`config.mk`:
```
export PLATFORM = sky130hd
export DESIGN_NAME = dlm_mac
export DESIGN_NICKNAME = d
export VERILOG_FILES = /design/src/rtl/dlm_pkg.sv /design/src/rtl/dlm_mac.sv
export SDC_FILE = /design/constraint.sdc
export NUM_CORES = 1
export LEC_CHECK = 0
export ABC_AREA = 0
export BUFFER_PORTS_ARGS = -buffer_cell sky130_fd_sc_hd__buf_2
export CAP_MARGIN = 15
export CORE_MARGIN = 5
export CORE_UTILIZATION = 60
export CTS_CLUSTER_DIAMETER = 40
export DETAILED_ROUTE_END_ITERATION = 10
export HOLD_SLACK_MARGIN = 0.02
export PLACE_DENSITY_LB_ADDON = 0.12
export SLEW_MARGIN = 20
export SYNTH_ARGS = -nofsm -noshare
export SYNTH_HDL_FRONTEND = slang
export SYNTH_SLANG_ARGS = --single-unit
export TNS_END_PERCENT = 10
```
`constraint.sdc`:
```
create_clock -name clk -period 10 [get_ports clk]
set_input_delay 3 -clock clk [delete_from_list [all_inputs] [get_ports clk]]
set_output_delay 3 -clock clk [all_outputs]
set_load 0.05 [all_outputs]
```
`src/rtl/dlm_pkg.sv`:
```
// Shared types, codes and a helper function for the dense layer block.
package dlm_pkg;

  localparam int VAL_W  = 16;
  localparam int FRAC_W = 12;
  localparam int CNT_W  = 7;
  localparam int ROW_W  = 6;
  localparam int COL_W  = 6;

  localparam logic [1:0] KIND_WEIGHT = 2'd0;
  localparam logic [1:0] KIND_BIAS   = 2'd1;
  localparam logic [1:0] KIND_VECTOR = 2'd2;

  localparam logic CFG_IN_COUNT  = 1'b0;
  localparam logic CFG_OUT_COUNT = 1'b1;

  typedef struct packed {
    logic weight;
    logic bias;
    logic vector;
  } store_we_t;

  typedef struct packed {
    logic valid;
    logic first;
    logic last;
  } mac_ctl_t;

  function automatic int addr_w(input int depth);
    addr_w = (depth > 1) ? $clog2(depth) : 1;
  endfunction

endpackage

```
`src/rtl/dlm_mac.sv`:
```
// Multiply-accumulate pipeline: aligns control with memory data, multiplies, accumulates.
module dlm_mac #(
  parameter int ACC_W = 40
) (
  input  logic                               clk,
  input  logic                               rst_n,
  input  dlm_pkg::mac_ctl_t                  ctl,
  input  logic signed [dlm_pkg::VAL_W-1:0]   weight,
  input  logic signed [dlm_pkg::VAL_W-1:0]   vec,
  input  logic signed [dlm_pkg::VAL_W-1:0]   bias,
  output logic signed [ACC_W-1:0]            acc,
  output logic                               done
);
  import dlm_pkg::*;

  mac_ctl_t                  ctl1_r, ctl2_r;
  logic signed [2*VAL_W-1:0] prod_r;
  logic signed [VAL_W-1:0]   bias2_r;
  logic signed [ACC_W-1:0]   acc_r, acc_nxt;
  logic                      done_r;

  // Control issued with the read addresses is registered in ctl1_r to line up with the read data.
  always_ff @(posedge clk) begin
    if (!rst_n) begin
      ctl1_r <= '0;
      ctl2_r <= '0;
      done_r <= 1'b0;
    end else begin
      ctl1_r <= ctl;
      ctl2_r <= ctl1_r;
      done_r <= ctl2_r.valid & ctl2_r.last;
    end
  end

  always_ff @(posedge clk) begin
    prod_r  <= weight * vec;
    bias2_r <= bias;
    acc_r   <= acc_nxt;
  end

  // The first product of a row starts from the bias scaled to the product's fraction.
  always_comb begin
    acc_nxt = acc_r;
    if (ctl2_r.valid) begin
      if (ctl2_r.first) begin
        acc_nxt = (ACC_W'(bias2_r) <<< FRAC_W) + ACC_W'(prod_r);
      end else begin
        acc_nxt = acc_r + ACC_W'(prod_r);
      end
    end
  end

  assign acc  = acc_r;
  assign done = done_r;

endmodule

```
==> metrics, run 1 <==
status finished, final reports clean; WHS 445 ps; Synth Area in XOR/XNOR 0.0450; drt total wl 33700 um; DRC 0; post-cts resize count 0; Tot GR Track Use 0.240; Final #Nets 2197; die height 171 um; clock slew at reported path FFs 70 ps; Clock Path Buffers 2; # diodes 0; IO Count 94; Buf+Inv Stages, Crit Path 6; worst-skew pair later-pin latency 350 ps; DPL Wire Length 28200 um; starting density of the core 0.603; worst-margin pin slew 1070 ps; Mapped Nets 2138; Top cell by count, worst path fa_1; width of the die 171 um; GRT overflow 0; die area 29300 um^2; Max Slew Vio Count 0; Post-Place Worst Slack 1070 ps; Synth Area in Adders 0.452; synth warn 0; post-synthesis mux area share 0.00273; Seq/Total Area, Yosys 0.148; setup bufs post-CTS 0; CP startpoint kind primary input; vias in the first global route 11700; Post-synth ARST share 0; Final Hold Viols 0; Max-Cap Viols 0; crit path cell chain buf_2 -> nand2_1 -> fa_1 -> inv_1 -> fa_1 -> inv_1 -> fa_1 -> inv_1 -> fa_1 -> fa_1 -> inv_1 -> fa_1 -> inv_1 -> ha_1 -> a21oi_1 -> o22ai_1 -> a211oi_2 -> o21ai_1 -> a41oi_2 -> o221a_2 -> o311ai_1 -> a21oi_1 -> xnor2_1; Compound-Gate Fraction of Synth Area 0.115; Root Buffer clkbuf_16; main combinational cell family by area after synthesis adder cells; maximum clock rate 116 MHz; #FFs+latches synth 95; hold crit path type reg -> reg; share of layout cells above drive strength 1 0.0831; routability-driven placement congestion ratio 0.930; TritonCTS Sinks 95; EDFF count, synth 40; Simple-Gate Fraction of Synth Area 0.144; cts hold-fix bufs 0; internal reg-to-reg setup slack 6560 ps; core area 25800 um^2; CTS tree yes; DP Cell Count 2063; Non-Filler Instances 2079; Layout area overhead 6.47%; Port Buf Inserts 93; initial antenna violation count 0; average cell area after synthesis 9.28 um^2; iteration count of the initial detailed-routing pass 5; Yosys cell types 79; unrepaired setup endpoints after global routing no; FP Rows 59; largest net degree at the start of global routing 62; Sum Neg Setup Slack 0 ps; H-tree Lvls 3; period utilization 0.859; 1st-iter DRT viols 709; Post-Syn Instances 1680; CP endpoint kind flip-flop; WP data required 10290 ps; via count 11200; final setup violation count 0; drt wl/cell 16.2 um; critical path fanouts, max 16; largest stage delay on the critical path 540 ps; first-pass GRT wire length 57100 um; critical setup path kind in -> reg; TritonCTS Buffers 9; ANT nets after route 0; skew final 12.9 ps; Worst path slowest cell fa_1; delay-heaviest family, CP adder cells; Main synth FF type dfxtp_1; fillcell total 2235; Worst slew margin 0.287; Critical Path AT 8880 ps; Vias/cell 5.38; Syn Std Cell Area 15600 um^2; Tmin final 8590 ps; Setup WS post-layout 1410 ps
[flip-flops by register name (all words and copies together) (netlist names)]
name / count
ctl1_r: 3
acc: 40
bias2_r: 16
done: 1
ctl2_r: 3
prod_r: 32
[kinds of logic (layout without fill, tap and decap cells)]
group,Yosys count,count (layout)
fa+ha+maj,405,405
compound gates,270,270
buf+inv,375,439
flops,95,95
xor+xnor,80,80
mux,4,4
simple gates,451,451
[synth_stat cells (39+ instances only)]
master / count / share of area
nor2_1: 60 / 0.014
edfxtp_1: 40 / 0.077
xnor2_1: 54 / 0.030
and2_1: 135 / 0.054
a21oi_1: 74 / 0.024
o21ai_0: 58 / 0.019
inv_1: 329 / 0.079
clkbuf_1: 39 / 0.0094
ha_1: 141 / 0.11
dfxtp_1: 55 / 0.071
fa_1: 264 / 0.34
nand2_1: 172 / 0.041
[cells in the final DEF, fill, tap and decap left out, types with 26 or more instances in the layout]
master	count
a21oi_1	74
and2_1	135
buf_2	93
dfxtp_1	53
edfxtp_1	40
fa_1	264
ha_1	141
inv_1	329
nand2_1	172
nor2_1	60
o21ai_0	58
xnor2_1	54
xor2_1	26
[path summary, 6_finish.rpt]
kind,start,end,cells past startpoint
worst max register to register,prod_r[12],acc[35],12
worst min register to register,ctl1_r[2],ctl2_r[2],1
worst min-delay path,ctl1_r[2],ctl2_r[2],1
worst max-delay path,weight[7],prod_r[31],23
[metrics by stage]
| stage | instance area (um^2) | util |
|---|---|---|
| 6_report | 16600 | 0.642 |
| 5_1_grt | 16600 | 0.642 |
| 4_1_cts | 16600 | 0.642 |
| 3_5_place_dp | 16300 | 0.630 |
| 3_3_place_gp | 16300 | 0.630 |
| 2_1_floorplan | 15600 | - |
[cell type report]
class	count	area, um^2	area share
timing repair buffer	94	473	0.0285
clock inverter	7	97.6	0.00588
clock buffer	9	225	0.0136
tap	335	419	0.0253
sequential	95	2300	0.139
inverter	329	1230	0.0744
multi-input combinational	1210	11800	0.713
[per-layer routing]
layer,part of all wire,vias to the layer above,global-route usage
li1,-,5431,-
met1,0.47,5444,0.346
met2,0.46,286,0.399
met3,0.059,25,0.0331
met4,0.011,0,0.0410
met5,0,-,0
Power of run 1 is not shown: default switching activity piles up to over one toggle a cycle in this logic, so the estimate is an artifact.
==> run 2, diff against run 1 <==
--- a/config.mk
+++ b/config.mk
@@ -9,7 +9,7 @@
 export BUFFER_PORTS_ARGS = -buffer_cell sky130_fd_sc_hd__buf_2
 export CAP_MARGIN = 15
 export CORE_MARGIN = 5
-export CORE_UTILIZATION = 60
+export CORE_UTILIZATION = 35
 export CTS_CLUSTER_DIAMETER = 40
 export DETAILED_ROUTE_END_ITERATION = 10
 export HOLD_SLACK_MARGIN = 0.02
==> run 2 against run 1 <==
  * Maximum frequency fell by 0.61%
  * Global-route usage shrank 8.3 points
  * Non-clock buffer count is 1 higher
  * Critical path type unchanged
  * First-iteration DRC count is 31% lower
  * Worst setup slack worse by 53 ps
  * Flip-flop and latch count stayed put
  * Critical path depth unchanged
  * Register-to-register slack about the same
  * Clock skew fell by 5.9 ps
  * Cell area rose by 1.7%
  * Sequential share of layout area shrank 0.21 points
==> metrics, run 2 (synthesis results as in run 1) <==
largest stage delay on the critical path 550 ps; CP startpoint weight[7]; drt total wl 37900 um; hold endpoint ctl2_r[1]; WHS Path Cells 1; crit path cell chain buf_2 -> nand2_1 -> fa_1 -> inv_1 -> fa_1 -> inv_1 -> fa_1 -> inv_1 -> fa_1 -> fa_1 -> inv_1 -> fa_1 -> inv_1 -> ha_1 -> a21oi_1 -> o22ai_1 -> a211oi_2 -> o21ai_1 -> a41oi_2 -> o221a_2 -> o311ai_1 -> a21oi_1 -> xnor2_1; TritonCTS Sinks 95; ANT nets after route 0; most common cell after layout, fill and taps aside inv_1; first-pass GRT wire length 63600 um; WP data required 10220 ps; period utilization 0.864; width of the die 221 um; Final Hold Viols 0; Clock Path Buffers 2; Tmin final 8640 ps; share of layout cells above drive strength 1 0.0825; IO Count 94; GRT overflow 0; clock slew at reported path FFs 70 ps; CP Depth 23; worst flop-to-flop path startpoint prod_r[12]; DRC 0; CTS tree yes; Max Slew Vio Count 0; cts hold-fix bufs 0; setup bufs post-CTS 0; CP endpoint kind flip-flop; final setup violation count 0; Worst path slowest cell fa_1; hold crit path type reg -> reg; FP Rows 77; core area 44100 um^2; worst-margin pin slew 638 ps; initial antenna violation count 0; WHS 443 ps; largest net degree at the start of global routing 62; routability-driven placement congestion ratio 0.833; Reg-to-Reg End acc[32]; CP startpoint kind primary input; fillcell total 4584; DPL Wire Length 32000 um; Final #Nets 2198; Tot GR Track Use 0.157; Root Buffer clkbuf_16; Worst slew margin 0.574; die height 221 um; die area 48900 um^2; critical path fanouts, max 16; commonest cells after routing, fill and taps aside inv_1 (329), fa_1 (264), nand2_1 (172), ha_1 (141), and2_1 (135); skew final 7.03 ps; TritonCTS Buffers 9; Register-to-Register Path Depth 12; Layout area overhead 8.23%; DP Cell Count 2321; starting density of the core 0.353; Worst Min Path Start ctl1_r[1]; Top cell by count, worst path fa_1; Port Buf Inserts 93; unrepaired setup endpoints after global routing no; Critical Path AT 8860 ps; iteration count of the initial detailed-routing pass 5; vias in the first global route 11800; # diodes 0; 1st-iter DRT viols 491; drt wl/cell 16.2 um; Buf+Inv Stages, Crit Path 6; internal reg-to-reg setup slack 6560 ps; Sum Neg Setup Slack 0 ps; via count 11100; worst-skew pair later-pin latency 340 ps; Max-Cap Viols 0; Vias/cell 4.73; post-cts resize count 0; status finished, final reports clean; Non-Filler Instances 2337; H-tree Lvls 3; delay-heaviest family, CP adder cells; maximum clock rate 116 MHz; critical setup path kind in -> reg; max FFs per register 40
==> run 2: worst max path at each step <==
stage	to
after floorplan	prod_r[31]
after global placement	prod_r[31]
after detailed placement	prod_r[31]
after CTS	prod_r[31]
after global routing	prod_r[31]
final	prod_r[31]
==> run 2: layer usage <==
metal  track usage  wire length [um]  vias up
li1              -                 -     5428
met1         0.242             19900     5412
met2         0.245             16300      201
met3        0.0166              1360       12
met4        0.0262               310        0
met5             0                 0        -
==> run 2: per-stage QoR <==
step                 util  cell area [um^2]  setup WS, ps
global route        0.382             16900           998
detailed placement  0.376             16600           958
floorplan               -             15600          1510
CTS                 0.382             16900          1330
finish              0.382             16900          1360
global placement    0.376             16600          1090
==> run 2: final cells by class <==
type                       count  area [um^2]  area share
timing repair buffer          95          480      0.0285
sequential                    95         2310       0.137
clock inverter                 6         36.3     0.00215
inverter                     329         1230      0.0732
tap                          592          741      0.0439
multi-input combinational   1210        11800       0.702
clock buffer                  10          229      0.0136
==> run 2: worst reg2reg max path: stages, from the launching register on <==
cell	delay [ps]
dfxtp_1	380
ha_1	240
inv_1	70
fa_1	400
nor2b_1	200
o31ai_2	120
a211oi_1	440
o21ai_1	220
a21oi_1	250
o31ai_1	120
a31oi_1	370
nand2b_4	260
o21ai_0	100
Power of run 2 is left out for the same reason.
==> run 3, diff against run 2 <==
--- a/config.mk
+++ b/config.mk
@@ -9,7 +9,7 @@
 export BUFFER_PORTS_ARGS = -buffer_cell sky130_fd_sc_hd__buf_2
 export CAP_MARGIN = 15
 export CORE_MARGIN = 5
-export CORE_UTILIZATION = 35
+export CORE_UTILIZATION = 50
 export CTS_CLUSTER_DIAMETER = 40
 export DETAILED_ROUTE_END_ITERATION = 10
 export HOLD_SLACK_MARGIN = 0.02
==> constraint.sdc (replaced) <==
create_clock -name clk -period 8.6 [get_ports clk]
set_input_delay 2.58 -clock clk [delete_from_list [all_inputs] [get_ports clk]]
set_output_delay 2.58 -clock clk [all_outputs]
set_load 0.05 [all_outputs]
==> run 3 against run 2 <==
  * Non-clock buffer count up 13
  * Core utilization up 16 points
  * Critical path depth unchanged
  * Worst setup slack worse by 850 ps
  * Clock-buffer cell count down 1
  * Global-route usage up 4.6 points
  * Cell area down 0.55%
  * Register-to-register slack worse by 1500 ps
  * Final cell count down 7.8%
  * Sequential share of layout area up 0.061 points
  * Flip-flop and latch count unchanged
  * Wire length down 7.5%
  * Critical path type unchanged
==> metrics, run 3 (synthesis results as in run 1) <==
area of the multi-input gates 11800 um^2; share of layout cells above drive strength 1 0.0904; Layout area overhead 7.63%; H-tree Lvls 3; commonest cells after routing, fill and taps aside inv_1 (329), fa_1 (264), nand2_1 (172), ha_1 (141), and2_1 (135); worst flop-to-flop path startpoint prod_r[12]; internal reg-to-reg setup slack 5050 ps; worst-skew pair later-pin latency 350 ps; Root Buffer clkbuf_16; iteration count of the initial detailed-routing pass 5; Port Buf Inserts 93; core area 30700 um^2; ANT nets after route 0; DRC 0; GRT overflow 0; cts hold-fix bufs 0; Tmin final 8090 ps; register area 2300 um^2; FP Rows 64; max FFs per register 40; CP Depth 23; Final Hold Viols 0; clock slew at reported path FFs 70 ps; Worst Min Path Start ctl1_r[2]; WP data required 8890 ps; drt total wl 35100 um; critical setup path kind in -> reg; DPL Wire Length 29700 um; initial antenna violation count 0; vias in the first global route 11800; Final #Nets 2211; post-cts resize count 0; largest net degree at the start of global routing 62; die area 34800 um^2; starting density of the core 0.508; hold crit path type reg -> reg; largest stage delay on the critical path 540 ps; maximum clock rate 124 MHz; die height 187 um; Reg-to-Reg End acc[37]; status finished, final reports clean; hold endpoint ctl2_r[2]; Worst path slowest cell fa_1; # diodes 0; Max Slew Vio Count 0; most common cell after layout, fill and taps aside inv_1; critical path fanouts, max 16; TritonCTS Buffers 9; CP startpoint kind primary input; Sum Neg Setup Slack 0 ps; Top cell by count, worst path fa_1; period utilization 0.941; WHS Path Cells 1; Tot GR Track Use 0.203; Register-to-Register Path Depth 12; unrepaired setup endpoints after global routing no; worst-margin pin slew 1060 ps; setup bufs post-CTS 0; Worst slew margin 0.292; fillcell total 2869; Max-Cap Viols 0; IO Count 94; width of the die 187 um; drt wl/cell 16.3 um; Vias/cell 5.20; final setup violation count 0; first-pass GRT wire length 59200 um; TritonCTS Sinks 95; CP endpoint kind flip-flop; via count 11200; Buf+Inv Stages, Crit Path 6; routability-driven placement congestion ratio 0.887; CTS tree yes; Clock Path Buffers 2; delay-heaviest family, CP adder cells; Critical Path AT 8380 ps; 1st-iter DRT viols 657; skew final 14.1 ps; crit path cell chain buf_2 -> nand2_1 -> fa_1 -> inv_1 -> fa_1 -> inv_1 -> fa_1 -> inv_1 -> fa_1 -> fa_1 -> inv_1 -> fa_1 -> inv_1 -> ha_1 -> a21oi_1 -> o22ai_1 -> a211oi_2 -> o21ai_1 -> a41oi_2 -> o221a_2 -> o311ai_1 -> a21oi_1 -> xnor2_1
==> run 3: final cells by class <==
type                       instances  area share
multi-input combinational       1210       0.706
inverter                         329      0.0736
tap                              396      0.0295
sequential                        95       0.137
timing repair buffer             108      0.0345
clock buffer                       9      0.0134
clock inverter                     7     0.00582
==> run 3: worst max path at each step <==
stage | from | to | slack [ps]
2_1_floorplan | vec[7] | prod_r[31] | 530
3_3_place_gp | vec[7] | prod_r[31] | 260
3_5_place_dp | vec[7] | prod_r[31] | 130
4_1_cts | vec[7] | prod_r[31] | 510
5_1_grt | vec[7] | prod_r[31] | 130
6_report | vec[7] | prod_r[31] | 510
==> run 3: metrics by stage <==
step,area [um^2],std cells,util,setup slack [ps],hold slack (ps)
global route,16800,2154,0.547,132,458
CTS,16800,2154,0.547,507,444
floorplan,15600,1680,-,528,412
global placement,16500,2138,0.536,257,419
detailed placement,16500,2138,0.536,127,426
finish,16800,2154,0.547,510,444
==> run 3: metal layers <==
metal  track usage  share of wire  up-vias
met5             0              0        -
met4        0.0311         0.0095        0
met3        0.0301          0.047       24
met2         0.326           0.45      235
met1         0.301           0.50     5470
li1              -              -     5470
Power of run 3 is left out for the same reason.
